## src/bpc_pkg.sv

```systemverilog
// Shared types, constants and helpers for the pressure compensation pipeline.
// Used by every module under src; no dependencies.
`default_nettype none
package bpc_pkg;

    localparam int CfgIdxW  = 2;
    localparam int CfgDataW = 64;
    localparam int DivBits  = 32;

    localparam logic [CfgIdxW-1:0] REG_CAL_A = 2'd0;
    localparam logic [CfgIdxW-1:0] REG_CAL_B = 2'd1;
    localparam logic [CfgIdxW-1:0] REG_CAL_C = 2'd2;
    localparam logic [CfgIdxW-1:0] REG_OSS   = 2'd3;

    localparam logic [31:0] C_B6_OFFSET = 32'd4000;
    localparam logic [31:0] C_K1        = 32'd3038;
    localparam logic [31:0] C_K2        = 32'd7357;
    localparam logic [31:0] C_K3        = 32'd3791;
    localparam logic [31:0] C_P_SCALE   = 32'd50000;
    localparam logic [31:0] C_HALF      = 32'd32768;
    localparam logic [31:0] C_SIGN      = 32'h8000_0000;
    localparam logic [15:0] C_ONES16    = 16'hFFFF;

    typedef enum logic [1:0] {
        ST_OK       = 2'd0,
        ST_BAD_CAL  = 2'd1,
        ST_DIV_ZERO = 2'd2
    } t_status;

    typedef struct packed {
        logic [15:0] ac1;
        logic [15:0] ac2;
        logic [15:0] ac3;
        logic [15:0] ac4;
        logic [15:0] ac5;
        logic [15:0] ac6;
        logic [15:0] b1;
        logic [15:0] b2;
        logic [15:0] mb;
        logic [15:0] mc;
        logic [15:0] md;
        logic [1:0]  oss;
    } t_cal;

    typedef struct packed {
        logic [31:0] word;
        logic [23:0] up;
        logic [15:0] temp;
        logic        neg;
        logic        zero1;
        logic        zero2;
        logic        dbl;
    } t_div_side;

    function automatic logic [31:0] f_asr(input logic [31:0] v, input int s);
        f_asr = $signed(v) >>> s;
    endfunction

    function automatic logic [31:0] f_sext(input logic [15:0] v);
        f_sext = {{16{v[15]}}, v};
    endfunction

    function automatic logic [31:0] f_zext(input logic [15:0] v);
        f_zext = {16'd0, v};
    endfunction

    function automatic logic [15:0] f_sat16(input logic [31:0] v);
        if (!v[31] && (v[30:15] != 16'd0)) begin
            f_sat16 = 16'h7FFF;
        end else if (v[31] && (v[30:15] != 16'hFFFF)) begin
            f_sat16 = 16'h8000;
        end else begin
            f_sat16 = v[15:0];
        end
    endfunction

    function automatic logic [20:0] f_sat21(input logic [31:0] v);
        if (!v[31] && (v[30:20] != 11'd0)) begin
            f_sat21 = 21'h0F_FFFF;
        end else if (v[31] && (v[30:20] != 11'h7FF)) begin
            f_sat21 = 21'h10_0000;
        end else begin
            f_sat21 = v[20:0];
        end
    endfunction

    function automatic logic f_bad(input logic [15:0] v);
        f_bad = (v == 16'd0) || (v == C_ONES16);
    endfunction

endpackage
`default_nettype wire

```

## src/bpc_corr.sv

```systemverilog
// Pressure back end: quotient fix-up, second-order correction, saturation and output register.
// Depends on bpc_pkg; fed by the second bpc_div.
`default_nettype none
module bpc_corr (
    input  wire                  i_clk,
    input  wire                  i_rst_n,
    input  wire                  i_en,
    input  wire                  i_vld,
    input  wire [31:0]           i_quo,
    input  bpc_pkg::t_div_side   i_side,
    input  wire                  i_bad_cal,
    output logic                 o_vld,
    output logic [15:0]          o_temp,
    output logic [20:0]          o_pres,
    output logic [1:0]           o_status
);
    import bpc_pkg::*;

    logic [2:0]  r_vld;
    logic [15:0] r_t  [10:12];
    logic        r_dz [10:12];
    logic [31:0] r_p  [10:12];
    logic [31:0] r_sq, r_m7, r_mm, r_x2;
    logic [31:0] w_ps, w_pf;
    t_status     w_status;

    assign w_ps = f_asr(r_p[10], 8);
    assign w_pf = r_p[12] + f_asr(f_asr(r_mm, 16) + r_x2 + C_K3, 4);

    always_comb begin
        if (i_bad_cal) begin
            w_status = ST_BAD_CAL;
        end else if (r_dz[12]) begin
            w_status = ST_DIV_ZERO;
        end else begin
            w_status = ST_OK;
        end
    end

    always_ff @(posedge i_clk) begin
        if (!i_rst_n) begin
            r_vld <= '0;
            o_vld <= 1'b0;
        end else if (i_en) begin
            r_vld <= {r_vld[1:0], i_vld};
            o_vld <= r_vld[2];
        end
        if (i_en) begin
            if (i_side.zero2) begin
                r_p[10] <= 32'd0;
            end else if (i_side.dbl) begin
                r_p[10] <= i_quo << 1;
            end else begin
                r_p[10] <= i_quo;
            end
            r_t[10]  <= i_side.temp;
            r_dz[10] <= i_side.zero1 | i_side.zero2;
            for (int k = 11; k <= 12; k++) begin
                r_p[k]  <= r_p[k-1];
                r_t[k]  <= r_t[k-1];
                r_dz[k] <= r_dz[k-1];
            end

            r_sq <= w_ps * w_ps;
            r_m7 <= 32'd0 - C_K2 * r_p[10];

            r_mm <= r_sq * C_K1;
            r_x2 <= f_asr(r_m7, 16);

            o_temp   <= r_t[12];
            o_pres   <= f_sat21(w_pf);
            o_status <= w_status;
        end
    end

endmodule
`default_nettype wire

```

## config.mk

```make
export PLATFORM = sky130hd
export DESIGN_NAME = bpc_corr
export DESIGN_NICKNAME = d
export VERILOG_FILES = /design/src/bpc_pkg.sv /design/src/bpc_corr.sv
export SDC_FILE = /design/constraint.sdc
export NUM_CORES = 2
export LEC_CHECK = 0
export BUFFER_PORTS_ARGS = -buffer_cell sky130_fd_sc_hd__buf_2
export CAP_MARGIN = 20
export CELL_PAD_IN_SITES_DETAIL_PLACEMENT = 0
export CELL_PAD_IN_SITES_GLOBAL_PLACEMENT = 1
export CORE_MARGIN = 2
export CORE_UTILIZATION = 55
export DETAILED_ROUTE_END_ITERATION = 8
export PLACE_DENSITY_LB_ADDON = 0.3
export SLEW_MARGIN = 20
export SYNTH_ARGS = -nofsm -noshare
export SYNTH_HDL_FRONTEND = slang
export SYNTH_SLANG_ARGS = --single-unit
```

## constraint.sdc

```tcl
create_clock -name i_clk -period 11.25 [get_ports i_clk]
set_input_delay 0.5625 -clock i_clk [delete_from_list [all_inputs] [get_ports i_clk]]
set_output_delay 0.5625 -clock i_clk [all_outputs]
set_load 0.01 [all_outputs]
```

; ---- Word level (Yosys, flattened, before mapping)
; Memory sizes are Yosys's and may differ from the RTL's. A register that Yosys moved wholly into a read port is not among the register bits.
; Cells that the tools add are included.
[word_totals]
mem_bits_rw = 147
wordCells = 43
reg_bits = 138
n_memories = 3
out_inout_bits = 40
[memory_table]
columns = memory, depth, width, rd, rd_ports_with_merged_regs, wr, line
row1 = r_p, 3, 32, 3, 0, 3, bpc_corr.sv:22  ; logic [31:0] r_p [10:12];
row2 = r_t, 3, 16, 3, 1, 3, bpc_corr.sv:20  ; logic [15:0] r_t [10:12];
row3 = r_dz, 3, 1, 3, 0, 3, bpc_corr.sv:21  ; logic r_dz [10:12];
[op_classes]
addsub = 4
mul = 3
muxes = 17
reduce_logical = 4
bitwise_logic = 3
eq_ne = 1
[ops]
columns = cell, count
row1 = 32-bit two-way mux, 2
row2 = 32-bit adder, 1
row3 = "13-bit by 32-bit multiplier with 32-bit output, first input constant", 1
row4 = 24-bit by 24-bit multiplier with 32-bit output, 1
row5 = "32-bit by 11-bit multiplier with 31-bit output, second input constant", 1
row6 = "1-bit by 32-bit subtractor with 32-bit output, first input constant", 1
row7 = 21-bit two-way mux, 1
row8 = "17-bit by 13-bit adder with 18-bit output, second input constant", 1
row9 = 16-bit by 16-bit adder with 17-bit output, 1
row10 = 1-bit two-way mux, 13
row11 = "11-bit != test, second input constant", 1
row12 = 11-bit nonzero test, 1
row13 = 1-bit bitwise OR, 3
row14 = 1-bit logical AND, 2
row15 = 2-bit two-way mux, 1
row16 = 1-bit logical NOT, 1

; ---- Logic depth before layout (Yosys ltp)
[depth]
ltp_word = 6
mapped_depth = 30
mapped_depth_nobuf = 29

; ---- Worst setup path after synthesis
; No wires, ideal clock.
[synth_timing]
path_kind = register -> register
startpoint = memory r_p[10][18]
endpoint = register r_sq[29], data pin
period_less_slack_ps = 7453
arrival_time_ps = 7195
path_slack_ps = 3797
stages_incl_launch_ff = 30
cell_sequence = edfxtp_1 clkbuf_1 inv_1 clkbuf_1 nor2_1 inv_1 fa_1 inv_1 fa_1 inv_1 fa_1 inv_1 ha_1 inv_1 fa_1 fa_1 fa_1 inv_1 ha_1 and3_1 nand3_1 o21ai_0 o41ai_1 o21a_1 o21ai_0 a41o_1 o41a_1 a21o_1 a21oi_1 xnor2_1
[synth_rtl]
columns = item, line
row1 = start: declaration, bpc_corr.sv:22
row2 = end signal: assignment, bpc_corr.sv:64  ; r_sq <= w_ps * w_ps;
row3 = end: declaration, bpc_corr.sv:23  ; logic [31:0] r_sq, r_m7, r_mm, r_x2;

==> summary.md <==
| Metric | Value |
|---|---|
| Status | `complete, no violations` |
| Post-CTS setup buffers | `0` |
| Ant. Diodes | `0` |
| CTS tree | `yes` |
| TritonCTS Buffers | `29` |
| DP HPWL | `about 59000 um` |
| H-tree level count | `1` |
| Yosys cell types | `79` |
| CTS clk-pin slew, worst paths | `roughly 0.06 ns` |
| Final Net Count | `approximately 4.5k` |
| Cells after Synth | `between 3k and 4k` |
| Final setup TNS | `0 ns` |
| Vias in the first global route | `roughly 24k` |
| Final Max Slew Viols | `0` |
| Via count | `about 21k` |
| Filler instances | `between 5k and 6k` |
| Resized Gates After CTS | `0` |
| DRT iter0 DRCs | `around 980` |
| Slowest cell on the critical path | `edfxtp_1` |
| First-pass GRT wire length | `between 100000 and 150000 um` |
| Total die area | `65600 um^2` |
| Core Box Area | `63000 um^2` |
| Crit path max fanout | `15` |
| Residual DRC count | `0` |
| Flops & latches, synth | `267` |
| Worst EP arrival | `roughly 9.2 ns` |
| Sequential-to-total area share from yosys stat | `a little under a quarter` |
| GR Overflow Total | `0` |
| Worst endpoint required time | `11.57 ns` |
| Hold_buf cts | `0` |
| Minimum clock period | `between 8 and 9 ns` |
| Fin crit share | `78.9%` |
| CP Class | `reg2reg` |
| First drt pass iteration count | `5` |
| Synth Cell Area | `between 30000 and 40000 um^2` |
| Unrepaired setup endpoints after global routing | `false` |
| Hold/Removal Path Class | `in2reg` |
| Crit start category | `register` |
| Reg2reg setup slack | `between 2 and 2.5 ns` |
| Post-DR vias/cell | `5.16` |
| # Max-Cap Violations | `0` |
| EDFF count, synth | `263` |
| Routability-driven placement congestion ratio | `about 0.86` |
| Die height | `256 um` |
| Ports | `153` |
| Die width | `256 um` |
| Layout area overhead | `7.17%` |
| Slew headroom | `between 30% and 40%` |
| Port-buffer cells | `95` |
| Yosys warns | `0` |
| Total track usage | `~23%` |
| Initial Utilization | `a little under three fifths` |
| Fraction of layout cells with a size suffix above 1 | `a little over 6%` |
| Tightest Pin Transition | `~1 ns` |
| Clock Tree Root | `clkbuf_16` |
| Rows | `between 90 and 100` |
| Most frequent CP cell | `inv_1` |
| Initial antenna violation count | `0` |
| Avg Inst Size Synth | `roughly 11 um^2` |
| WL final | `~72000 um` |
| Hold Vio Cnt, Final | `0` |
| Drt wl/cell | `between 15 and 20 um` |
| CP max stage delay | `slightly below 0.9 ns` |
| Ys flop type | `edfxtp_1` |
| Async S/R FF share, synth | `0%` |
| Clock skew | `around 0.014 ns` |
| Final antenna-violating net count | `0` |
| Worst setup EP type | `register` |
| Latest clock arrival within the worst-skew pair | `between 0.5 and 0.6 ns` |
| Max Clk Rate | `about 0.11 GHz` |
| Final setup viols | `0` |
| Largest net degree at the start of global routing | `75` |
| Sinks on Clock Net | `267` |
| CTS Buffer Depth | `3` |
per-stage QoR:
stage	util (%)	setup WS, ns	std cells	instance area [um^2]	hold slack [ns]
final	59.5	2.37	4161	37500	0.159
after global placement	58.0	2.60	4109	36500	0.400
after floorplan	-	3.80	3189	35000	0.400
after detailed placement	58.0	2.42	4109	36500	0.405
after global routing	59.5	2.04	4161	37500	0.131
after CTS	59.5	2.41	4161	37500	0.130
Yosys cell counts (3+ instances only):
master	n	share of area, %
clkbuf_1	40	0.43
or2_2	9	0.16
a21oi_1	77	1.1
a31oi_1	4	0.072
dfxtp_1	4	0.23
a21o_2	8	0.20
o21a_1	12	0.26
nand3_1	12	0.17
a22o_1	32	0.80
fa_1	634	36
o21bai_1	11	0.24
o21ai_0	35	0.50
or3_1	4	0.072
o211ai_1	7	0.15
nor3_1	20	0.29
xor2_1	35	0.88
clkinv_1	8	0.086
nand2b_1	9	0.16
mux2i_1	6	0.17
a21o_1	47	1.0
and3_1	6	0.11
nand4_1	5	0.089
edfxtp_1	263	23
o31ai_1	3	0.064
and2_1	9	0.16
nand2_1	140	1.5
xnor2_1	121	3.0
nor2b_1	13	0.23
inv_1	941	10
a211oi_1	9	0.19
a31o_2	9	0.23
nor2_1	171	1.8
a31o_1	3	0.075
or4_1	5	0.11
ha_1	418	15
cell families after synthesis:
| kind of cell | after synthesis | synth area share [%] |
|---|---|---|
| flops | 267 | 22.8 |
| xor+xnor | 156 | 3.91 |
| mux | 6 | 0.172 |
| buf+inv | 996 | 10.8 |
| compound gates | 289 | 5.73 |
| other cells | 1 | 0.0107 |
| simple gates | 420 | 5.32 |
| fa+ha+maj | 1052 | 51.3 |
flip-flops by register name, indices dropped and copies added (netlist names):
name,count
o_pres,21
o_status,2
o_temp,16
o_vld,1
r_dz,3
r_m7,17
r_mm,17
r_p,93
r_sq,30
r_t,48
r_vld,3
r_x2,16
final timing paths:
check                                  from           to  cells past startpoint
worst min register to register  r_p[11][12]  r_p[12][12]                      0
worst min-delay path             i_side[19]  r_t[10][15]                      1
worst max-delay path             r_p[10][9]     r_sq[29]                     28
worst max register to register   r_p[10][9]     r_sq[29]                     28
placed cells by master, fill, tap and decap left out, types with 32 or more instances in the layout:
cell type  instances
edfxtp_1         263
nor2_1           171
nand2_1          140
o21ai_0           35
buf_2             94
ha_1             418
inv_1            941
a22o_1            32
a21o_1            47
a21oi_1           77
xnor2_1          121
xor2_1            35
fa_1             634
per-layer routing:
| metal | vias up | wire length (um) | GRT usage (%) |
|---|---|---|---|
| li1 | 9987 | - | - |
| met2 | 350 | 37500 | 41.8 |
| met5 | - | 0 | 0 |
| met4 | 0 | 1620 | 5.04 |
| met1 | 11000 | 30300 | 30.7 |
| met3 | 100 | 2190 | 1.74 |
layout make-up:
cell class	instances	area, um^2	area share, %
clock buffers	33	741	1.98
clock inverters	19	223	0.594
inverters	951	3570	9.53
multi-input cells	1926	23200	62.0
flip-flops and latches	267	7980	21.3
well taps	846	1060	2.83
repair buffers	119	666	1.78
critical path: cells and delay by family, from the launching register on:
kind            cells  cell delay [ns]
xor+xnor            1             0.10
fa+ha+maj           8             3.52
simple gates        3             0.51
compound gates      8             2.39
buf+inv             8             1.23
flops               1             0.88
Power is not shown: default switching activity piles up to over one toggle a cycle in this logic, so the estimate is an artifact.
