<file path="src/bpc_pkg.sv">
// Shared types, constants and helpers for the pressure compensation pipeline.
// Used by every module under src; no dependencies.
`default_nettype none
package bpc_pkg;

    localparam int CfgIdxW  = 2;
    localparam int CfgDataW = 64;
    localparam int DivBits  = 32;

    localparam logic [CfgIdxW-1:0] REG_CAL_A = 2'd0;
    localparam logic [CfgIdxW-1:0] REG_CAL_B = 2'd1;
    localparam logic [CfgIdxW-1:0] REG_CAL_C = 2'd2;
    localparam logic [CfgIdxW-1:0] REG_OSS   = 2'd3;

    localparam logic [31:0] C_B6_OFFSET = 32'd4000;
    localparam logic [31:0] C_K1        = 32'd3038;
    localparam logic [31:0] C_K2        = 32'd7357;
    localparam logic [31:0] C_K3        = 32'd3791;
    localparam logic [31:0] C_P_SCALE   = 32'd50000;
    localparam logic [31:0] C_HALF      = 32'd32768;
    localparam logic [31:0] C_SIGN      = 32'h8000_0000;
    localparam logic [15:0] C_ONES16    = 16'hFFFF;

    typedef enum logic [1:0] {
        ST_OK       = 2'd0,
        ST_BAD_CAL  = 2'd1,
        ST_DIV_ZERO = 2'd2
    } t_status;

    typedef struct packed {
        logic [15:0] ac1;
        logic [15:0] ac2;
        logic [15:0] ac3;
        logic [15:0] ac4;
        logic [15:0] ac5;
        logic [15:0] ac6;
        logic [15:0] b1;
        logic [15:0] b2;
        logic [15:0] mb;
        logic [15:0] mc;
        logic [15:0] md;
        logic [1:0]  oss;
    } t_cal;

    typedef struct packed {
        logic [31:0] word;
        logic [23:0] up;
        logic [15:0] temp;
        logic        neg;
        logic        zero1;
        logic        zero2;
        logic        dbl;
    } t_div_side;

    function automatic logic [31:0] f_asr(input logic [31:0] v, input int s);
        f_asr = $signed(v) >>> s;
    endfunction

    function automatic logic [31:0] f_sext(input logic [15:0] v);
        f_sext = {{16{v[15]}}, v};
    endfunction

    function automatic logic [31:0] f_zext(input logic [15:0] v);
        f_zext = {16'd0, v};
    endfunction

    function automatic logic [15:0] f_sat16(input logic [31:0] v);
        if (!v[31] && (v[30:15] != 16'd0)) begin
            f_sat16 = 16'h7FFF;
        end else if (v[31] && (v[30:15] != 16'hFFFF)) begin
            f_sat16 = 16'h8000;
        end else begin
            f_sat16 = v[15:0];
        end
    endfunction

    function automatic logic [20:0] f_sat21(input logic [31:0] v);
        if (!v[31] && (v[30:20] != 11'd0)) begin
            f_sat21 = 21'h0F_FFFF;
        end else if (v[31] && (v[30:20] != 11'h7FF)) begin
            f_sat21 = 21'h10_0000;
        end else begin
            f_sat21 = v[20:0];
        end
    endfunction

    function automatic logic f_bad(input logic [15:0] v);
        f_bad = (v == 16'd0) || (v == C_ONES16);
    endfunction

endpackage
`default_nettype wire

</file>
<file path="src/bpc_temp.sv">
// Temperature front end: raw word minus ac6 times ac5, then divider operands for mc<<11 / (x1+md).
// Depends on bpc_pkg; feeds the first bpc_div.
`default_nettype none
module bpc_temp (
    input  wire                  i_clk,
    input  wire                  i_rst_n,
    input  wire                  i_en,
    input  wire                  i_vld,
    input  wire [15:0]           i_ut,
    input  wire [23:0]           i_up,
    input  bpc_pkg::t_cal        i_cal,
    output logic                 o_vld,
    output logic [31:0]          o_num,
    output logic [31:0]          o_den,
    output bpc_pkg::t_div_side   o_side
);
    import bpc_pkg::*;

    logic        r_s1_vld;
    logic [31:0] r_s1_m;
    logic [23:0] r_s1_up;
    logic [31:0] w_x1;
    logic [31:0] w_den;
    logic [31:0] w_num;
    logic [3:0]  w_shift;

    assign w_shift = 4'd8 - {2'd0, i_cal.oss};

    always_ff @(posedge i_clk) begin
        if (!i_rst_n) begin
            r_s1_vld <= 1'b0;
        end else if (i_en) begin
            r_s1_vld <= i_vld;
        end
        if (i_en) begin
            r_s1_m  <= ({16'd0, i_ut} - f_zext(i_cal.ac6)) * f_zext(i_cal.ac5);
            r_s1_up <= i_up >> w_shift;
        end
    end

    assign w_x1  = f_asr(r_s1_m, 15);
    assign w_den = w_x1 + f_sext(i_cal.md);
    assign w_num = f_sext(i_cal.mc) << 11;

    always_ff @(posedge i_clk) begin
        if (!i_rst_n) begin
            o_vld <= 1'b0;
        end else if (i_en) begin
            o_vld <= r_s1_vld;
        end
        if (i_en) begin
            o_num        <= w_num[31] ? (32'd0 - w_num) : w_num;
            o_den        <= w_den[31] ? (32'd0 - w_den) : w_den;
            o_side.word  <= w_x1;
            o_side.up    <= r_s1_up;
            o_side.temp  <= 16'd0;
            o_side.neg   <= w_num[31] ^ w_den[31];
            o_side.zero1 <= (w_den == 32'd0);
            o_side.zero2 <= 1'b0;
            o_side.dbl   <= 1'b0;
        end
    end

endmodule
`default_nettype wire

</file>
<file path="config.mk">
export PLATFORM = sky130hd
export DESIGN_NAME = bpc_temp
export DESIGN_NICKNAME = d
export VERILOG_FILES = /design/src/bpc_pkg.sv /design/src/bpc_temp.sv
export SDC_FILE = /design/constraint.sdc
export NUM_CORES = 1
export LEC_CHECK = 0
export ABC_AREA = 1
export BUFFER_PORTS_ARGS = -buffer_cell sky130_fd_sc_hd__buf_2
export CAP_MARGIN = 40
export CELL_PAD_IN_SITES_DETAIL_PLACEMENT = 2
export CELL_PAD_IN_SITES_GLOBAL_PLACEMENT = 2
export CORE_MARGIN = 2
export CORE_UTILIZATION = 37
export CTS_CLUSTER_DIAMETER = 50
export DETAILED_ROUTE_END_ITERATION = 8
export PLACE_DENSITY_LB_ADDON = 0.05
export SKIP_CTS_REPAIR_TIMING = 1
export SYNTH_ARGS = -nofsm -noshare
export SYNTH_HDL_FRONTEND = slang
export SYNTH_SLANG_ARGS = --single-unit
export TNS_END_PERCENT = 1
</file>
<file path="constraint.sdc">
create_clock -name i_clk -period 18.34 [get_ports i_clk]
set_input_delay 0 -clock i_clk [delete_from_list [all_inputs] [get_ports i_clk]]
set_output_delay 0 -clock i_clk [all_outputs]
set_load 0.02 [all_outputs]
</file>
# Word level (Yosys, flattened, before mapping)
# Cells that the tools add are included.
[totals]
ff_bits = 161
in_bits = 222
word_cells = 23
[op_classes]
addsub = 5
multipliers = 1
n_shift = 1
mux = 2
bitwise_logic = 1
n_reduce_logical = 1
[op_table]
columns = ["op", "count"]
rows = [
  ["logical NOT 32 bit", 1],
  ["multiplier 17 x 17 -> 32 bit", 1],
  ["two-way mux 31 bit", 1],
  ["subtractor 1 x 27 -> 28 bit (first input constant)", 1],
  ["two-way mux 26 bit", 1],
  [">> shifter 24 x 4 -> 24 bit", 1],
  ["subtractor 1 x 18 -> 19 bit (first input constant)", 1],
  ["adder 17 x 16 -> 18 bit", 1],
  ["subtractor 16 x 16 -> 17 bit", 1],
  ["subtractor 4 x 2 -> 4 bit (first input constant)", 1],
  ["bitwise XOR 1 bit", 1],
]

# Longest topological paths before layout
# Gate-level depths: netlist of the first run.
[logic_depth]
word_depth = 3
depth_mapped = 36
mapped_depth_nobuf = 36

# Worst setup path after synthesis of the first run
# No wires, ideal clock.
[synth_timing]
path_type = "input to register"
startpoint = "in i_ut[0]"
endpoint = "reg r_s1_m[23] (data pin)"
setup_ns = 0.261
arrival_time_ns = 6.386
required_ns = 18.079
slack_ns = 11.693
stages = 33
cell_sequence = "inv_1 -> ha_1 -> fa_1 -> o21ai_1 -> o21ai_1 -> o211ai_2 -> a31oi_1 -> xor2_1 -> inv_1 -> buf_2 -> nor2_1 -> fa_1 -> inv_1 -> fa_1 -> inv_1 -> fa_1 -> inv_1 -> fa_1 -> inv_1 -> fa_1 -> inv_1 -> fa_1 -> inv_1 -> ha_1 -> nand2_1 -> nor2_1 -> and3_1 -> nor2_1 -> o21a_1 -> o21ai_0 -> nand2_1 -> nand2_1 -> xor2_1"
[synth_via]
elab_chain_cells = 2
[synth_lines]
columns = ["element", "line_no", "text"]
rows = [
  ["from (decl)", "bpc_temp.sv:9", "input wire [15:0] i_ut,"],
  ["subtractor 16 x 16 -> 17 bit", "bpc_temp.sv:36", "r_s1_m <= ({16'd0, i_ut} - f_zext(i_cal.ac6)) * f_zext(i_cal.ac5);"],
  ["multiplier 17 x 17 -> 32 bit", "bpc_temp.sv:36", ""],
  ["to (signal assigned)", "bpc_temp.sv:36", ""],
  ["to (decl)", "bpc_temp.sv:20", "logic [31:0] r_s1_m;"],
]
# No other way between the ends.
# A chain may end at the register's enable or synchronous reset.

# Worst setup path after layout of the first run
[layout_timing]
startpoint = "in i_ut[0]"
endpoint = "reg r_s1_m[31] (data pin)"
# The elaborated chain is that of the path after synthesis.

==> results.toml, run 1 <==
[clock_tree]
clkLatencyLatePin_ps = 430
cts_sinks = 122
cts_tree = "yes"
cts_max_level = 4
cts_buffer_depth = 2
path_clk_slew_ps = 60
cts-buffers-inserted = 17
cts-root-buf = "clkbuf_16"

[outcome]
violations = "negative hold slack"
status = "finished with violations"

[worst_setup_path]
path_max_fanout = 11
critPathArrivalTime_ps = 7820
cp_slowest_stage_delay_ps = 890
startpoint = "i_ut[0]"
critPathKind = "in -> reg"
cp_slowest_cell = "fa_1"
critPathCaptureType = "flop"
worst_setup_path_start_kind = "primary input"
crit_required_ps = 18500
r2r-start = "r_s1_m[20]"

[detailed_routing]
vias = 13688
drt-total-wl_um = 54100
drt-initial-drc-count = 465
wl_per_cell_um = 19.2
ant_nets = 0
first_pass_iters = 4
drc = 0
via_per_inst = 4.87

[grt]
met1_usage_pct = 28.1
grtUsageTotal_pct = 22.5
gr-usage-met2_pct = 40.7
grt_start_max_net_pins = 77
antenna_found_initial = 1
use_met3_pct = 1.97
grt_pass1_wl_um = 83200
grt_overflow_total = 0
grt.busiest_layer = "met2"
grt_pass1_vias = 15482

[synthesis]
ys_warn_count = 0
synth_ff_type = "edfxtp_1"
synth_area_um2 = 17200
postSynthCellCount = 1992
avgSynthCellArea_um2 = 8.64
ys_async_sr_fraction_pct = 0
ys_seq_elements = 122
synth_cell_types = 49
ys_seq_area_share_pct = 21.2
synth-edff-count = 120

[sta]
finalCritPeriodShare_pct = 41.8
max-slew-margin-rel_pct = 48.4
finalMaxSlewViolations = 0
whs_ps = -51.0
hold_viol = 1
fin_crit_ps = 7660
setup_viol = 0
fmax_mhz = 131
totalNegativeSetupSlack_ps = 0
worstMarginPinSlew_ps = 767
finClkSkew_ps = 13.1
rsz0062_at_grt = "no"

[final_layout]
final_common_cell = "inv_1"
regArea_um2 = 3640
layout-drive-gt1-share_pct = 13.6
fill_cells = 5256
area_growth_pct = 13.2
nets = 2790
multi_input_area_um2 = 11300
final_cell_mix = "445 x inv_1, 328 x nand2_1, 262 x fa_1, 216 x buf_2, 206 x nor2_1"

[floorplanning]
dieWidth_um = 220
die_h_um = 220
design.core.area_um2 = 46300
io_pins = 363
initial_utilization_pct = 37.2
num_rows = 79
die-area_um2 = 48300

[flow_run]
cap_viol_max_count = 0

[hold_path]
hold_class = "in -> reg"
min-delay-start = "i_cal[19]"

[placed_design]
dp_hpwl_um = 45200
numPortBuffers = 217
routabilityCongestion = 0.850
[metrics by stage]
step | utilization, % | cells | setup slack (ps) | instance area [um^2]
6_report | 42.1 | 2810 | 10680 | 19500
5_1_grt | 42.1 | 2810 | 10090 | 19500
4_1_cts | 41.6 | 2789 | 10590 | 19300
3_5_place_dp | 40.2 | 2757 | 10140 | 18600
3_3_place_gp | 40.2 | 2756 | 10320 | 18600
2_1_floorplan | - | 2026 | 11690 | 17300
[synthesized netlist by cell type, drive strengths merged, types with 2 or more instances]
cell type	count	share of area (%)
nor3	13	0.38
clkbuf	30	0.65
mux2i	6	0.35
or2	10	0.36
nor2	212	4.7
dfxtp	2	0.23
edfxtp	120	21
buf	67	2.8
nand4	11	0.40
clkinv	14	0.31
nor4	6	0.22
nand3	86	2.6
nand2	336	7.4
o31ai	5	0.22
o21a	2	0.087
ha	117	8.5
inv	454	9.9
a21oi	67	2.0
xnor2	24	1.4
o211ai	3	0.16
xor2	52	2.7
nand3b	3	0.13
a31oi	6	0.22
o21ai	68	2.0
fa	262	30
a21o	7	0.31
[cells by family (layout without fill, tap and decap cells)]
logic type                 after synthesis  in the layout  synth area share [%]
adders and majority gates              379            379                  39.0
AOI/OAI and AO/OA                      164            164                  5.34
and+or+nand+nor                        679            679                  16.4
DFF                                    122            122                  21.2
muxes                                    6              6                 0.349
xor gates and xnor gates                76             76                  4.08
other                                    1             36                0.0218
buffers and inverters                  565            741                  13.7
[sequential cells by signal, summed over array words and instances (netlist names)]
| name | flops |
|---|---|
| o_side | 43 |
| r_s1_m | 17 |
| o_vld | 1 |
| r_s1_vld | 1 |
| o_num | 17 |
| r_s1_up | 24 |
| o_den | 19 |
[critical path: cells and delay by family]
family	cells	cell delay, ps
fa+ha+maj	8	4040
simple gates	11	2100
compound gates	4	890
buf+inv	7	530
xor+xnor	1	210
[final timing paths]
check,end,slack (ps),depth (start not counted)
hold reg to reg,o_side[43],420,0
setup reg to reg,o_den[4],15440,13
setup / recovery,r_s1_m[31],10680,31
hold / removal,o_num[12],-50,3
[per-layer routing]
layer / wire [um] / vias to the layer above / share of wire [%]
li1: - / 6378 / -
met1: 23600 / 6999 / 44
met2: 27500 / 258 / 51
met3: 1540 / 53 / 2.8
met4: 1420 / 0 / 2.6
met5: 0 / - / 0
[area by class of cell]
class                   count  area share (%)
clock buffers              19            2.22
inverters                 468            9.01
repair buffers            241            6.86
diodes                      1          0.0128
well taps                 607            3.90
clock inverters            13            1.10
flip-flops and latches    122            18.7
multi-input cells        1339            58.2
Power of run 1 is not shown: default switching activity piles up to over one toggle a cycle in this logic, so the estimate is an artifact.
==> inputs of run 2 (changes only) <==
Settings changed: CORE_UTILIZATION 37 to 34.
Clock period 18.34 ns to 7.2 ns, I/O delays scaled along.
==> run 2 against run 1 <==
The run still ends with negative hold slack left; first-iteration DRC count is 14% lower; sequential cell count stayed put; setup slack worse by 10000 ps; global-route usage is 1.8 points lower; cell area is 3.2% higher; sequential share of layout area is 0.58 points lower; clock-buffer cell count is 2 lower; hold slack better by 37 ps; via count is 1.2% higher; cell count is 5.1% higher; routed wire length is 0.41% higher; critical path type unchanged; largest cell class unchanged; highest routed layer unchanged.
==> results.toml, run 2 (same netlist as run 1, synthesis figures left out) <==
[final_layout]
largest_reg_flops = 43
layout-drive-gt1-share_pct = 16.5
layoutNonFillerInstCount = 2953
final_cell_mix = "445 x inv_1, 328 x nand2_1, 262 x fa_1, 216 x buf_2, 206 x nor2_1"
largest_register = "o_side"
nets = 2868
area_growth_pct = 16.8
largest_registers = "o_side (43), r_s1_up (24), o_den (19)"
fill_cells = 5684
final_common_cell = "inv_1"

[floorplanning]
initial_utilization_pct = 34.4
io_pins = 363
design.core.area_um2 = 50100
num_rows = 82
die_h_um = 229
dieWidth_um = 229
die-area_um2 = 52400

[clock_tree]
cts_tree = "yes"
cts_max_level = 4
cts_sinks = 122
clkLatencyLatePin_ps = 430
cts_buffer_depth = 2
cts-buffers-inserted = 17
cts-root-buf = "clkbuf_16"
path_clk_slew_ps = 70

[detailed_routing]
vias = 13851
via_per_inst = 4.69
drt-initial-drc-count = 399
ant_nets = 0
wl_per_cell_um = 18.4
drt-total-wl_um = 54300
drc = 0
first_pass_iters = 4

[placed_design]
numPortBuffers = 217
routabilityCongestion = 0.838
dp_cells = 2900
dp_hpwl_um = 46700

[grt]
grt_pass1_vias = 15672
grtUsageTotal_pct = 20.7
grt_pass1_wl_um = 85100
antenna_found_initial = 1
grt_overflow_total = 0
grt_start_max_net_pins = 76

[sta]
worstMarginPinSlew_ps = 743
finalCritPeriodShare_pct = 93.7
fin_crit_ps = 6750
finClkSkew_ps = 8.24
max-slew-margin-rel_pct = 50.5
whs_ps = -14.4
fmax_mhz = 148
setup_viol = 0
rsz0062_at_grt = "yes"
finalMaxSlewViolations = 0
hold_viol = 1

[outcome]
violations = "negative hold slack"
status = "finished with violations"

[worst_setup_path]
critPathCaptureType = "flop"
crit_required_ps = 7370
path_max_fanout = 5
critPathArrivalTime_ps = 6920
cp_slowest_stage_delay_ps = 540
cp_slowest_cell = "fa_1"
critPathKind = "in -> reg"
critPathMostFrequentCell = "fa_1"
worst_setup_path_start_kind = "primary input"

[hold_path]
hold_class = "in -> reg"

[flow_run]
cap_viol_max_count = 0
==> run 2: cell count changes in the layout (fill, tap and decap cells not counted) <==
cell           change
inv_8              +2
buf_12             +1
clkinv_1           +2
o21ai_1            +1
o21ai_0            -1
bufinv_16          -3
clkinv_4           +1
clkbuf_1           -2
buf_4             +76
clkinvlp_4         +1
dlygate4sd3_1      +1
clkinv_2           -1
==> run 2: critical path: cells and delay by family <==
family,cells,cell delay (ps)
AO/OA/AOI/OAI,9,1660
buffers and inverters,7,610
AND/OR/NAND/NOR,4,600
XOR/XNOR,1,150
adder cells (fa/ha/maj),9,3880
==> run 2: path summary, 6_finish.rpt <==
kind         startpoint     endpoint  slack (ps)  depth (start not counted)
max reg2reg  r_s1_m[15]    o_den[13]        4330                         13
max             i_ut[0]   r_s1_m[29]         450                         30
min            i_up[23]  r_s1_up[19]         -10                          3
min reg2reg  r_s1_up[0]   o_side[20]         420                          0
==> run 2: through the flow <==
| stage | hold slack, ps | TNS (ps) | setup WS (ps) | utilization, % | area (um^2) |
|---|---|---|---|---|---|
| 4_1_cts | -213 | 0 | 323 | 39.8 | 19900 |
| 2_1_floorplan | 98.9 | 0 | 553 | - | 17300 |
| 6_report | -14.4 | 0 | 452 | 40.2 | 20100 |
| 5_1_grt | 7.56 | -16.5 | -16.5 | 40.2 | 20100 |
| 3_3_place_gp | 229 | 0 | 14.6 | 38.5 | 19300 |
| 3_5_place_dp | 245 | -452 | -130 | 38.6 | 19300 |
==> run 2: area by class of cell <==
cell class | count | area, um^2 | area share, %
Antenna cell | 1 | 2.50 | 0.0124
Multi-Input combinational cell | 1339 | 11300 | 56.4
Inverter | 468 | 1760 | 8.73
Tap cell | 672 | 841 | 4.18
Clock inverter | 15 | 165 | 0.821
Sequential cell | 122 | 3640 | 18.1
Clock buffer | 17 | 425 | 2.12
Timing Repair Buffer | 319 | 1940 | 9.63
==> run 2: per-layer routing <==
| layer | share of wire, % | up-vias | global-route usage (%) |
|---|---|---|---|
| li1 | - | 6539 | - |
| met1 | 44 | 7074 | 25.9 |
| met2 | 52 | 198 | 38.6 |
| met3 | 2.0 | 40 | 1.62 |
| met4 | 1.6 | 0 | 4.83 |
| met5 | 0 | - | 0 |
Power of run 2 is left out for the same reason.
